==> src/design/kdd_pkg.sv <==
// ----------------------------------------------------------------------------
// kdd_pkg: shared types and constants for the key debounce block
// Phase encoding, key indexes, result codes, register indexes and limits.
// ----------------------------------------------------------------------------
`timescale 1ns / 1ps
`default_nettype none

package kdd_pkg;

  localparam int COUNT_WIDTH = 12;
  localparam int CFG_WIDTH   = 12;
  localparam int DEB_WIDTH   = 8;
  localparam int WIN_WIDTH   = 12;
  localparam int CMP_WIDTH   = (COUNT_WIDTH > CFG_WIDTH) ? COUNT_WIDTH : CFG_WIDTH;

  typedef logic [COUNT_WIDTH-1:0] count_t;
  localparam count_t CNT_MAX = '1;

  typedef enum logic [3:0] {
    PH_IDLE    = 4'd0,
    PH_LOCK1   = 4'd1,
    PH_RELEASE = 4'd2,
    PH_LOCK2   = 4'd3,
    PH_WINDOW  = 4'd4
  } phase_e;

  typedef logic [1:0] key_idx_t;
  localparam key_idx_t KEY_UP    = 2'd0;
  localparam key_idx_t KEY_LEFT  = 2'd1;
  localparam key_idx_t KEY_RIGHT = 2'd2;
  localparam key_idx_t KEY_DOWN  = 2'd3;

  typedef logic [2:0] code_t;
  localparam code_t CODE_UP     = 3'd1;
  localparam code_t CODE_LEFT   = 3'd2;
  localparam code_t CODE_RIGHT  = 3'd3;
  localparam code_t CODE_DOWN   = 3'd4;
  localparam code_t CODE_DOUBLE = 3'd5;

  typedef logic [0:0] reg_idx_t;
  localparam reg_idx_t REG_DEBOUNCE = 1'b0;
  localparam reg_idx_t REG_WINDOW   = 1'b1;

  typedef struct packed {
    logic [DEB_WIDTH-1:0] debounce_ticks;
    logic [WIN_WIDTH-1:0] double_window_ticks;
  } kdd_cfg_t;

  // A limit above the counter range acts as the counter maximum.
  function automatic count_t clamp_limit(input logic [CFG_WIDTH-1:0] v);
    logic [CMP_WIDTH-1:0] v_ext;
    v_ext = CMP_WIDTH'(v);
    if (v_ext > CMP_WIDTH'(CNT_MAX)) begin
      return CNT_MAX;
    end
    return COUNT_WIDTH'(v_ext);
  endfunction

  function automatic code_t code_of_key(input key_idx_t k);
    code_t c;
    case (k)
      KEY_UP:    c = CODE_UP;
      KEY_LEFT:  c = CODE_LEFT;
      KEY_RIGHT: c = CODE_RIGHT;
      default:   c = CODE_DOWN;
    endcase
    return c;
  endfunction

endpackage

`default_nettype wire

==> src/design/kdd_key_if.sv <==
// ----------------------------------------------------------------------------
// kdd_key_if: tick channel carrying the four button levels
// Valid/ready handshake; one transfer per tick item.
// ----------------------------------------------------------------------------
`timescale 1ns / 1ps
`default_nettype none

interface kdd_key_if;
  logic valid;
  logic ready;
  logic key_up;
  logic key_left;
  logic key_right;
  logic key_down;

  modport source (output valid, output key_up, output key_left, output key_right,
                  output key_down, input ready);
  modport sink (input valid, input key_up, input key_left, input key_right,
                input key_down, output ready);
endinterface

`default_nettype wire

==> src/design/kdd_code_if.sv <==
// ----------------------------------------------------------------------------
// kdd_code_if: result channel carrying the qualified key code
// Valid/ready handshake; one transfer per key event.
// ----------------------------------------------------------------------------
`timescale 1ns / 1ps
`default_nettype none

interface kdd_code_if;
  logic       valid;
  logic       ready;
  logic [2:0] key_code;

  modport source (output valid, output key_code, input ready);
  modport sink (input valid, input key_code, output ready);
endinterface

`default_nettype wire

==> src/design/key_debounce_double_click_top.sv <==
// ----------------------------------------------------------------------------
// key_debounce_double_click_top: button debounce with up-key double press
// Qualifies presses of four buttons, one tick item at a time, into key codes.
// ----------------------------------------------------------------------------
//
//  Channel   Direction  Payload                                 Handshake
//  key_i     in         key_up, key_left, key_right, key_down   valid/ready
//  code_o    out        key_code[2:0]                           valid/ready
//  cfg       in         cfg_idx_i[0:0], cfg_data_i[11:0]        cfg_we_i
//
//  One tick item is taken per clock while the input register is empty or the
//  output register can take a code; the item is registered, then processed
//  by the qualifier when it steps, and its key code (if any) is loaded into
//  the output register, from which code valid is driven.
//  A waiting code blocks processing only of the next buffered item; the input
//  register still takes one item while the code waits.
//  Reset restores debounce 50 ticks, window 300 ticks and the idle phase.
// ----------------------------------------------------------------------------
`timescale 1ns / 1ps
`default_nettype none

module key_debounce_double_click_top (
  input  logic                          clk_i,
  input  logic                          rst_ni,
  kdd_key_if.sink                       key_i,
  kdd_code_if.source                    code_o,
  input  logic                          cfg_we_i,
  input  kdd_pkg::reg_idx_t             cfg_idx_i,
  input  logic [kdd_pkg::CFG_WIDTH-1:0] cfg_data_i
);
  import kdd_pkg::*;

  kdd_cfg_t   cfg;
  logic       in_valid_q;
  logic [3:0] in_keys_q;
  logic       out_valid_q;
  code_t      out_code_q;
  logic       out_free;
  logic       step;
  logic       res_valid;
  code_t      res_code;

  assign out_free    = !out_valid_q || code_o.ready;
  assign step        = in_valid_q && out_free;
  assign key_i.ready = !in_valid_q || out_free;

  always_ff @(posedge clk_i or negedge rst_ni) begin
    if (!rst_ni) begin
      in_valid_q <= 1'b0;
    end else if (key_i.valid && key_i.ready) begin
      in_valid_q <= 1'b1;
    end else if (step) begin
      in_valid_q <= 1'b0;
    end
  end

  always_ff @(posedge clk_i) begin
    if (key_i.valid && key_i.ready) begin
      in_keys_q <= {key_i.key_down, key_i.key_right, key_i.key_left, key_i.key_up};
    end
  end

  kdd_cfg_regs u_cfg (
    .clk_i      (clk_i),
    .rst_ni     (rst_ni),
    .cfg_we_i   (cfg_we_i),
    .cfg_idx_i  (cfg_idx_i),
    .cfg_data_i (cfg_data_i),
    .cfg_o      (cfg)
  );

  kdd_qualifier u_qual (
    .clk_i       (clk_i),
    .rst_ni      (rst_ni),
    .cfg_i       (cfg),
    .step_i      (step),
    .keys_i      (in_keys_q),
    .res_valid_o (res_valid),
    .res_code_o  (res_code)
  );

  always_ff @(posedge clk_i or negedge rst_ni) begin
    if (!rst_ni) begin
      out_valid_q <= 1'b0;
    end else if (out_free) begin
      out_valid_q <= step && res_valid;
    end
  end

  always_ff @(posedge clk_i) begin
    if (step && res_valid) begin
      out_code_q <= res_code;
    end
  end

  assign code_o.valid    = out_valid_q;
  assign code_o.key_code = out_code_q;

endmodule

`default_nettype wire

==> src/design/kdd_cfg_regs.sv <==
// ----------------------------------------------------------------------------
// kdd_cfg_regs: configuration registers
// Holds the debounce length and the double-press window length.
// ----------------------------------------------------------------------------
`timescale 1ns / 1ps
`default_nettype none

module kdd_cfg_regs (
  input  logic                           clk_i,
  input  logic                           rst_ni,
  input  logic                           cfg_we_i,
  input  kdd_pkg::reg_idx_t              cfg_idx_i,
  input  logic [kdd_pkg::CFG_WIDTH-1:0]  cfg_data_i,
  output kdd_pkg::kdd_cfg_t              cfg_o
);
  import kdd_pkg::*;

  kdd_cfg_t cfg_q, cfg_d;

  always_comb begin
    cfg_d = cfg_q;
    if (cfg_we_i) begin
      unique case (cfg_idx_i)
        REG_DEBOUNCE: cfg_d.debounce_ticks      = cfg_data_i[DEB_WIDTH-1:0];
        REG_WINDOW:   cfg_d.double_window_ticks = cfg_data_i[WIN_WIDTH-1:0];
        default:      cfg_d = cfg_q;
      endcase
    end
  end

  always_ff @(posedge clk_i or negedge rst_ni) begin
    if (!rst_ni) begin
      cfg_q.debounce_ticks      <= DEB_WIDTH'(50);
      cfg_q.double_window_ticks <= WIN_WIDTH'(300);
    end else begin
      cfg_q <= cfg_d;
    end
  end

  assign cfg_o = cfg_q;

endmodule

`default_nettype wire

==> src/design/kdd_qualifier.sv <==
// ----------------------------------------------------------------------------
// kdd_qualifier: press qualification state machine
// Lockout, release wait, second lockout and the up-key double-press window.
// ----------------------------------------------------------------------------
`timescale 1ns / 1ps
`default_nettype none

module kdd_qualifier (
  input  logic              clk_i,
  input  logic              rst_ni,
  input  kdd_pkg::kdd_cfg_t cfg_i,
  input  logic              step_i,
  input  logic [3:0]        keys_i,
  output logic              res_valid_o,
  output kdd_pkg::code_t    res_code_o
);
  import kdd_pkg::*;

  phase_e   phase_q, phase_d;
  key_idx_t held_q, held_d;
  count_t   tc_q, tc_d;
  logic     second_q, second_d;

  count_t   deb_lim;
  count_t   win_lim;
  logic     lock_done;
  logic     win_done;

  assign deb_lim   = clamp_limit(CFG_WIDTH'(cfg_i.debounce_ticks));
  assign win_lim   = clamp_limit(CFG_WIDTH'(cfg_i.double_window_ticks));
  assign lock_done = (tc_q >= deb_lim);
  assign win_done  = (tc_q >= win_lim);

  always_comb begin
    phase_d     = phase_q;
    held_d      = held_q;
    tc_d        = tc_q;
    second_d    = second_q;
    res_valid_o = 1'b0;
    res_code_o  = CODE_UP;
    if (step_i) begin
      unique case (phase_q)
        PH_LOCK1: begin
          // The release check runs in the same tick that ends the lockout.
          if (!lock_done) begin
            tc_d = tc_q + COUNT_WIDTH'(1);
          end else if (keys_i[held_q]) begin
            phase_d = PH_RELEASE;
          end else begin
            phase_d = PH_LOCK2;
            tc_d    = '0;
          end
        end
        PH_RELEASE: begin
          if (!keys_i[held_q]) begin
            phase_d = PH_LOCK2;
            tc_d    = '0;
          end
        end
        PH_LOCK2: begin
          if (!lock_done) begin
            tc_d = tc_q + COUNT_WIDTH'(1);
          end else if (held_q == KEY_UP && !second_q) begin
            // The window's first sample falls in this same tick.
            if (win_lim == '0) begin
              res_valid_o = 1'b1;
              res_code_o  = CODE_UP;
              phase_d     = PH_IDLE;
              tc_d        = '0;
            end else if (keys_i[KEY_UP]) begin
              second_d = 1'b1;
              held_d   = KEY_UP;
              phase_d  = PH_LOCK1;
              tc_d     = '0;
            end else begin
              phase_d = PH_WINDOW;
              tc_d    = COUNT_WIDTH'(1);
            end
          end else begin
            res_valid_o = 1'b1;
            res_code_o  = second_q ? CODE_DOUBLE : code_of_key(held_q);
            second_d    = 1'b0;
            phase_d     = PH_IDLE;
            tc_d        = '0;
          end
        end
        PH_WINDOW: begin
          if (win_done) begin
            res_valid_o = 1'b1;
            res_code_o  = CODE_UP;
            phase_d     = PH_IDLE;
            tc_d        = '0;
          end else if (keys_i[KEY_UP]) begin
            second_d = 1'b1;
            held_d   = KEY_UP;
            phase_d  = PH_LOCK1;
            tc_d     = '0;
          end else begin
            tc_d = tc_q + COUNT_WIDTH'(1);
          end
        end
        default: begin
          phase_d  = PH_IDLE;
          second_d = 1'b0;
          if (keys_i != 4'b0000) begin
            phase_d = PH_LOCK1;
            tc_d    = '0;
            if (keys_i[KEY_UP]) begin
              held_d = KEY_UP;
            end else if (keys_i[KEY_LEFT]) begin
              held_d = KEY_LEFT;
            end else if (keys_i[KEY_RIGHT]) begin
              held_d = KEY_RIGHT;
            end else begin
              held_d = KEY_DOWN;
            end
          end
        end
      endcase
    end
  end

  always_ff @(posedge clk_i or negedge rst_ni) begin
    if (!rst_ni) begin
      phase_q  <= PH_IDLE;
      held_q   <= KEY_UP;
      tc_q     <= '0;
      second_q <= 1'b0;
    end else begin
      phase_q  <= phase_d;
      held_q   <= held_d;
      tc_q     <= tc_d;
      second_q <= second_d;
    end
  end

  // A pending second press always belongs to the up key.
  assert property (@(posedge clk_i) disable iff (!rst_ni)
    second_q |-> held_q == KEY_UP)
    else $error("second press flagged for a key other than up");

  // The double-press code needs the second press flag.
  assert property (@(posedge clk_i) disable iff (!rst_ni)
    (res_valid_o && res_code_o == CODE_DOUBLE) |-> second_q)
    else $error("double code without a second press");

  // Every result returns the machine to idle.
  assert property (@(posedge clk_i) disable iff (!rst_ni)
    res_valid_o |=> phase_q == PH_IDLE)
    else $error("phase not idle after a result");

  // While the watched key stays down the release wait holds.
  assert property (@(posedge clk_i) disable iff (!rst_ni)
    (step_i && phase_q == PH_RELEASE && keys_i[held_q]) |=> phase_q == PH_RELEASE)
    else $error("release wait left while key held");

  // A running first lockout advances its counter by one.
  assert property (@(posedge clk_i) disable iff (!rst_ni)
    (step_i && phase_q == PH_LOCK1 && !lock_done)
      |=> tc_q == $past(tc_q) + COUNT_WIDTH'(1))
    else $error("lockout counter did not advance");

endmodule

`default_nettype wire
==> src/flat_wrapper.sv <==
// flat-port wrapper written by rule: the top's interface ports become plain ports
module key_debounce_double_click_top_flat import kdd_pkg::*;
  (clk_i, rst_ni, cfg_we_i, cfg_idx_i, cfg_data_i, key_i_valid, key_i_key_up, key_i_key_left, key_i_key_right, key_i_key_down, key_i_ready, code_o_valid, code_o_key_code, code_o_ready);
  kdd_key_if key_i_i ();
  kdd_code_if code_o_i ();
  input  logic clk_i;
  input  logic rst_ni;
  input  logic cfg_we_i;
  input  kdd_pkg::reg_idx_t cfg_idx_i;
  input  logic [kdd_pkg::CFG_WIDTH-1:0] cfg_data_i;
  input wire logic [$bits(key_i_i.valid)-1:0] key_i_valid;
  input wire logic [$bits(key_i_i.key_up)-1:0] key_i_key_up;
  input wire logic [$bits(key_i_i.key_left)-1:0] key_i_key_left;
  input wire logic [$bits(key_i_i.key_right)-1:0] key_i_key_right;
  input wire logic [$bits(key_i_i.key_down)-1:0] key_i_key_down;
  output wire logic [$bits(key_i_i.ready)-1:0] key_i_ready;
  output wire logic [$bits(code_o_i.valid)-1:0] code_o_valid;
  output wire logic [$bits(code_o_i.key_code)-1:0] code_o_key_code;
  input wire logic [$bits(code_o_i.ready)-1:0] code_o_ready;
  assign key_i_i.valid = key_i_valid;
  assign key_i_i.key_up = key_i_key_up;
  assign key_i_i.key_left = key_i_key_left;
  assign key_i_i.key_right = key_i_key_right;
  assign key_i_i.key_down = key_i_key_down;
  assign key_i_ready = key_i_i.ready;
  assign code_o_valid = code_o_i.valid;
  assign code_o_key_code = code_o_i.key_code;
  assign code_o_i.ready = code_o_ready;
  key_debounce_double_click_top u_core (.clk_i(clk_i), .rst_ni(rst_ni), .key_i(key_i_i), .code_o(code_o_i), .cfg_we_i(cfg_we_i), .cfg_idx_i(cfg_idx_i), .cfg_data_i(cfg_data_i));
endmodule
==> config.mk <==
export PLATFORM = sky130hd
export DESIGN_NAME = key_debounce_double_click_top_flat
export DESIGN_NICKNAME = d
export VERILOG_FILES = /design/src/design/kdd_pkg.sv /design/src/design/kdd_key_if.sv /design/src/design/kdd_code_if.sv /design/src/design/key_debounce_double_click_top.sv /design/src/design/kdd_cfg_regs.sv /design/src/design/kdd_qualifier.sv /design/src/flat_wrapper.sv
export SDC_FILE = /design/constraint.sdc
export NUM_CORES = 1
export LEC_CHECK = 0
export BUFFER_PORTS_ARGS = -buffer_cell sky130_fd_sc_hd__buf_2
export CAP_MARGIN = 20
export CELL_PAD_IN_SITES_DETAIL_PLACEMENT = 1
export CELL_PAD_IN_SITES_GLOBAL_PLACEMENT = 2
export CORE_ASPECT_RATIO = 1.25
export CORE_MARGIN = 2
export CORE_UTILIZATION = 41
export CTS_CLUSTER_DIAMETER = 120
export CTS_CLUSTER_SIZE = 20
export DETAILED_ROUTE_END_ITERATION = 8
export GPL_TIMING_DRIVEN = 0
export PLACE_DENSITY_LB_ADDON = 0.1
export SLEW_MARGIN = 40
export SYNTH_ARGS = -nofsm -noshare
export SYNTH_HDL_FRONTEND = slang
export SYNTH_SLANG_ARGS = --single-unit
==> constraint.sdc <==
create_clock -name clk_i -period 4.15 [get_ports clk_i]
set_input_delay 0.83 -clock clk_i [delete_from_list [all_inputs] [get_ports clk_i]]
set_output_delay 0.83 -clock clk_i [all_outputs]
set_load 0.1 [all_outputs]
=== Word level (Yosys, flattened, before mapping) ===
Index checks and enable logic that the tools add are counted.

* Register bits after elaboration: 48
* Latch bits: 0
* Bits in writable memories: 0
* ROM bits: 0
* Input port bits: 22
* Output and inout port bits: 5
* Word-level logic and storage cells: 111
* Memories kept: 0

* Add/subtract/negate cells: 1
* $mul: 0
* Divide/modulo/power cells: 0
* $lt $le $gt $ge: 4
* Eq/ne operators: 14
* Shifts and indexed selects: 0
* Multiplexer cells: 52
* Bitwise logic cells: 5
* Reductions and logical operators: 24

{| class="wikitable"
|+ Operators by type and width
! cell !! count
|-
| 12-bit 2-to-1 mux || 9
|-
| 12-bit case mux with 4 select lines || 1
|-
| 4-bit 2-to-1 mux || 6
|-
| 1-bit 2-to-1 mux || 19
|-
| 2-bit 2-to-1 mux || 8
|-
| 4-bit case mux with 4 select lines || 1
|-
| 12-bit by 1-bit adder with 12-bit output, second input constant || 1
|-
| 12-bit greater-or-equal comparator || 1
|-
| 12-bit by 8-bit greater-or-equal comparator with 1-bit output || 1
|-
| 12-bit greater-than comparator, second input constant || 1
|-
| 12-bit logical NOT || 1
|-
| 2-bit inequality test, second input constant || 6
|-
| 5-bit AND reduction || 2
|-
| 3-bit 2-to-1 mux || 3
|-
| 3-bit case mux with 3 select lines || 1
|-
| 4-bit by 2-bit equality test with 1-bit output, second input constant || 2
|-
| 7-bit AND reduction || 1
|-
| 2-bit case mux with 3 select lines || 1
|-
| 2-bit AND reduction || 3
|-
| 1-bit inverter || 5
|-
| 5-bit nonzero test || 1
|-
| 5-bit OR reduction || 1
|-
| 4-bit by 1-bit equality test with 1-bit output, second input constant || 1
|-
| 4-bit by 3-bit equality test with 1-bit output, second input constant || 1
|-
| 17 further kinds || 23
|}

=== Depth between registers and ports, before layout ===
* Word-level depth: 10
* Gate-level depth with buffers: 10
* Depth with buffers taken out: 9

=== Cells and area by module ===
A second synthesis with hierarchy kept.

* Cells, all modules: 297
* Area total of the unflattened synthesis: 2961.6 um2

{| class="wikitable"
|+ By module, submodules not included
! module !! instances !! cells each !! area an instance (um2) !! sequential area each (um2)
|-
| kdd_qualifier || 1 || 236 || 1880.6 || 450.4
|-
| kdd_cfg_regs || 1 || 44 || 759.5 || 509.2
|-
| key_debounce_double_click_top || 1 || 17 || 321.6 || 260.2
|}

=== Least setup slack after synthesis ===
Ideal clock, no wire load.

* Kind: register to output
* Start point: reg u_core.out_valid_q, in the netlist u_core.code_o.valid
* End point: out key_i_ready
* Data arrival time: 1.624 ns
* Data required time: 3.320 ns
* Slack: 1.696 ns
* Stages on the path, launching flop included: 3
* Path buffers: 0
* Cell sequence: dfrtp_1 -> nand2b_1 -> or2_2

* Cells in the longest elaborated chain, start to end: 3

{| class="wikitable"
|+ RTL lines
! item !! RTL line !! RTL
|-
| start, declared || key_debounce_double_click_top.sv:36 || <nowiki>logic out_valid_q;</nowiki>
|-
| start signal, assigned || key_debounce_double_click_top.sv:86 || <nowiki>out_valid_q <= step && res_valid;</nowiki>
|-
| 1-bit logical NOT || key_debounce_double_click_top.sv:43 || <nowiki>assign out_free = !out_valid_q || code_o.ready;</nowiki>
|-
| 1-bit logical OR || key_debounce_double_click_top.sv:43 ||
|-
| 1-bit logical OR || key_debounce_double_click_top.sv:45 || <nowiki>assign key_i.ready = !in_valid_q || out_free;</nowiki>
|-
| end, declared || flat_wrapper.sv:16 || <nowiki>output wire logic [$bits(key_i_i.ready)-1:0] key_i_ready;</nowiki>
|}

Every way passes these cells.

=== Final worst setup path ===
* Start point: reg u_core.u_cfg.cfg_q (netlist bit u_core.u_cfg.cfg_o[2])
* End point: reg u_core.u_qual.tc_q[9]

* Cells in the longest elaborated chain, start to end: 6

{| class="wikitable"
|+ RTL lines
! item !! RTL line !! RTL
|-
| start, declared || kdd_cfg_regs.sv:18 || <nowiki>kdd_cfg_t cfg_q, cfg_d;</nowiki>
|-
| start signal, assigned || kdd_cfg_regs.sv:36 || <nowiki>cfg_q <= cfg_d;</nowiki>
|-
| 12-bit greater-than comparator || kdd_pkg.sv:53 || <nowiki>if (v_ext > CMP_WIDTH'(CNT_MAX)) begin</nowiki>
|-
| 1-bit 2-to-1 mux || kdd_pkg.sv:53 ||
|-
| 12-bit 2-to-1 mux (*) || kdd_pkg.sv:56 || <nowiki>return COUNT_WIDTH'(v_ext);</nowiki>
|-
| 12-bit greater-or-equal comparator (*) || kdd_qualifier.sv:32 || <nowiki>assign win_done = (tc_q >= win_lim);</nowiki>
|-
| 12-bit 2-to-1 mux (*) || kdd_qualifier.sv:88 || <nowiki>if (win_done) begin</nowiki>
|-
| 12-bit case mux with 4 select lines (*) || kdd_qualifier.sv:42 || <nowiki>unique case (phase_q)</nowiki>
|-
| end signal, assigned || kdd_qualifier.sv:132 || <nowiki>tc_q <= tc_d;</nowiki>
|-
| end, declared || kdd_qualifier.sv:21 || <nowiki>count_t tc_q, tc_d;</nowiki>
|}

Every way passes the cells marked *; elsewhere a longest branch is shown, timed or not.
A chain may end at the register's enable or synchronous reset.

==> flow_summary_export.csv <==
group,metric,value,unit
clock_tree,clockBufferDepth,2,
critical_path,cp.required,4380,ps
clock_tree,hold_buffers,0,
timing,fmax,369,MHz
placement,post-place-ws,1360,ps
grt,grt_start_max_net_pins,41,
floorplanning,die_x,78.5,um
clock_tree,post_cts_buffers,0,
critical_path,arrival,2940,ps
floorplanning,initial_utilization,0.428,
synthesis,yosysSeqAreaShare,0.429,
grt,grt-ovfl-total,0,
drt,route.detailed.drc,0,
drt,drt-initial-drc-count,39,
synthesis,synthArstFlopShare,0.851,
cells_and_area,fill_cells,801,
floorplanning,core_area,0.00665,sq mm
cells_and_area,final_cell_area,0.00320,sq mm
cells_and_area,layout-drive-gt1-share,0.195,
drt,detail-route-antenna-nets,0,
drt,wire_per_inst,16.9,um
grt,grt_antenna_before_repair,0,
grt,first_global_vias,2507,
critical_path,end_kind,"flip-flop",
floorplanning,placementRows,33,
clock_tree,clkTransAtPathRegs,100,ps
timing,max-slew-margin-rel,0.611,
synthesis,synth_top_cell_by_area,"dfrtp_1",
critical_path,r2r_slack,1440,ps
timing,final_hold_viol_count,0,
synthesis,ys_ff_latch,47,
synthesis,syn_nets,340,
drt,routed_wl,7.01,mm
pwr,p_leak,1.54,nW
floorplanning,dieArea,0.00762,sq mm
cells_and_area,final_common_cell,"dfrtp_1",
clock_tree,cts-buffers-inserted,5,
timing,rsz0062_at_grt,"no",
critical_path,path_max_fanout,10,
timing,setup_tns,0,ps
clock_tree,clock_sinks,47,
timing,layout_setup_ws,1440,ps
cells_and_area,nets,373,
timing,skew,12.4,ps
synthesis,synth_warnings,0,
critical_path,reg2reg_to,"u_core.u_qual.tc_q[9]",
timing,timing.final.crit_share,0.652,
cells_and_area,multiInputGateArea,0.00149,sq mm
placement,post-dp-hpwl,5.44,mm
critical_path,rr_startpoint,"u_core.u_cfg.cfg_o[2]",
cells_and_area,final_cell_mix,"dfrtp_1 (33), nand2_1 (28), inv_1 (27), buf_2 (26), ha_1 (24)",
worst_hold_path,hold_class,"input port to asynchronous set/reset pin",
synthesis,synthTopCellsByArea,"dfrtp_1 (29%), ha_1 (11%), edfxtp_1 (7.4%)",
pwr,ir_worst_vdd,0.201,mV
clock_tree,clock_latency,310,ps
placement,placed_area,0.00309,sq mm
grt,grt_pass1_wl,12.1,mm
drt,drtPass1Iterations,4,
placement,placedCellCount,407,
clock_tree,htree_levels,2,
timing,fin_crit,2710,ps
synthesis,synth_cell_types,48,
pwr,power_density,511,mW/mm^2
placement,port_buffers,26,
synthesis,synthesis.area,0.00284,sq mm
drt,post_drt_via_cell_ratio,5.53,
synthesis,synth_ff_type,"dfrtp_1",
critical_path,reg2reg_depth,10,
timing,drv_slew,0,
placement,place_congestion,0.879,
cells_and_area,antennaDiodeCount,0,
floorplanning,pin_count,27,
timing,setup_viol,0,
clock_tree,cts_resized,0,
outcome,outcome,"finished clean",
cells_and_area,syn2layout_area_growth,12.6,%
drt,dr_total_vias,2295,
cells_and_area,final_cells,415,
run,drv_cap,0,
grt,grt.total_usage,0.202,
synthesis,synth_top_area_share,0.290,
floorplanning,die_h,97.1,um
synthesis,synth_edf_count,7,
critical_path,cp-start-kind,"flip-flop",
synthesis,syn_area_per_cell,9.67,sq um
timing,worst_pin_slew,584,ps
critical_path,crit_type,"flip-flop to flip-flop",
clock_tree,cts_root_buffer,"clkbuf_8",
cells_and_area,seq_area,0.00122,sq mm
synthesis,syn_inst,294,
clock_tree,cts_tree,"done",
## final cells by class
| cell class | count | share of cell area |
|---|---|---|
| inverters | 27 | 0.0317 |
| flip-flops and latches | 47 | 0.381 |
| multi-input cells | 214 | 0.466 |
| repair buffers | 26 | 0.0414 |
| plain buffers | 6 | 0.00977 |
| clock inverters | 3 | 0.0148 |
| well taps | 87 | 0.0340 |
| clock buffers | 5 | 0.0215 |
## power by group
part / switching [W] / internal, W
logic: 0.000402 / 0.000249
clock network: 0.000173 / 0.000183
registers: 0.0000766 / 0.000553
## cell usage after synthesis (all sizes together) (4+ instances only)
master and n:
dfrtp 33, nand2 28, inv 27, ha 24
nor2 18, o21ai 16, mux2 15, nand3 14
a21oi 13, and3 9, dfstp 7, edfxtp 7
nand2b 7, nor2b 7, nor3 6, a221o 5
and2 5, or3 5, a21o 4, clkbuf 4
nand4 4
## worst max-delay path, cell delays in order (launching register included)
cell and delay [ps]:
dfstp_2 560, inv_1 50, ha_1 290, a21oi_1 140, o21ai_0 100, a221oi_1 380, o211ai_1 220, a21oi_2 330
buf_2 290, nand4_1 120, o211ai_1 170
## stage by stage
stage               hold slack [ps]   util  total power (W)
floorplan                       478      -          0.00110
global placement                496  0.464          0.00127
detailed placement              511  0.464          0.00129
CTS                             512  0.482          0.00165
global route                    530  0.482          0.00176
finish                          497  0.482          0.00164
## cell families (layout without fill, tap and decap cells)
family / count (synthesis) / after routing / synth area share
simple gates: 114 / 114 / 0.205
compound gates: 59 / 59 / 0.143
flops: 47 / 47 / 0.429
buf+inv: 33 / 67 / 0.0466
fa+ha+maj: 24 / 24 / 0.106
mux: 16 / 16 / 0.0673
xor+xnor: 1 / 1 / 0.00308
## sequential cells by signal, indices dropped and copies added (netlist names)
name and cells:
u_core.code_o.key_code 3, u_core.code_o.valid 1, u_core.in_keys_q 4, u_core.in_valid_q 1, u_core.u_cfg.cfg_o 20, u_core.u_qual.held_q 2, u_core.u_qual.phase_q 3, u_core.u_qual.second_q 1
u_core.u_qual.tc_q 12
## how the worst max path moves through the flow
stage,start,endpoint,slack (ps),depth (start not counted)
floorplan,u_core.code_o.valid,key_i_ready,1700,2
global placement,u_core.u_qual.tc_q[0],u_core.u_qual.tc_q[9],1440,10
detailed placement,u_core.u_qual.tc_q[0],u_core.u_qual.tc_q[9],1360,10
CTS,u_core.u_qual.tc_q[0],u_core.u_qual.tc_q[9],1360,10
global route,u_core.u_qual.tc_q[0],u_core.u_qual.tc_q[9],1100,10
finish,u_core.u_cfg.cfg_o[2],u_core.u_qual.tc_q[9],1440,10
## layer usage
layer / routed length [um] / global-route usage / vias up
met1: 2940 / 0.229 / 1133
met2: 3830 / 0.388 / 32
li1: - / - / 1120
met4: 122 / 0.0553 / 0
met5: 0 / 0 / -
met3: 123 / 0.0279 / 10
No activity file was read; power rests on OpenSTA's default activity.
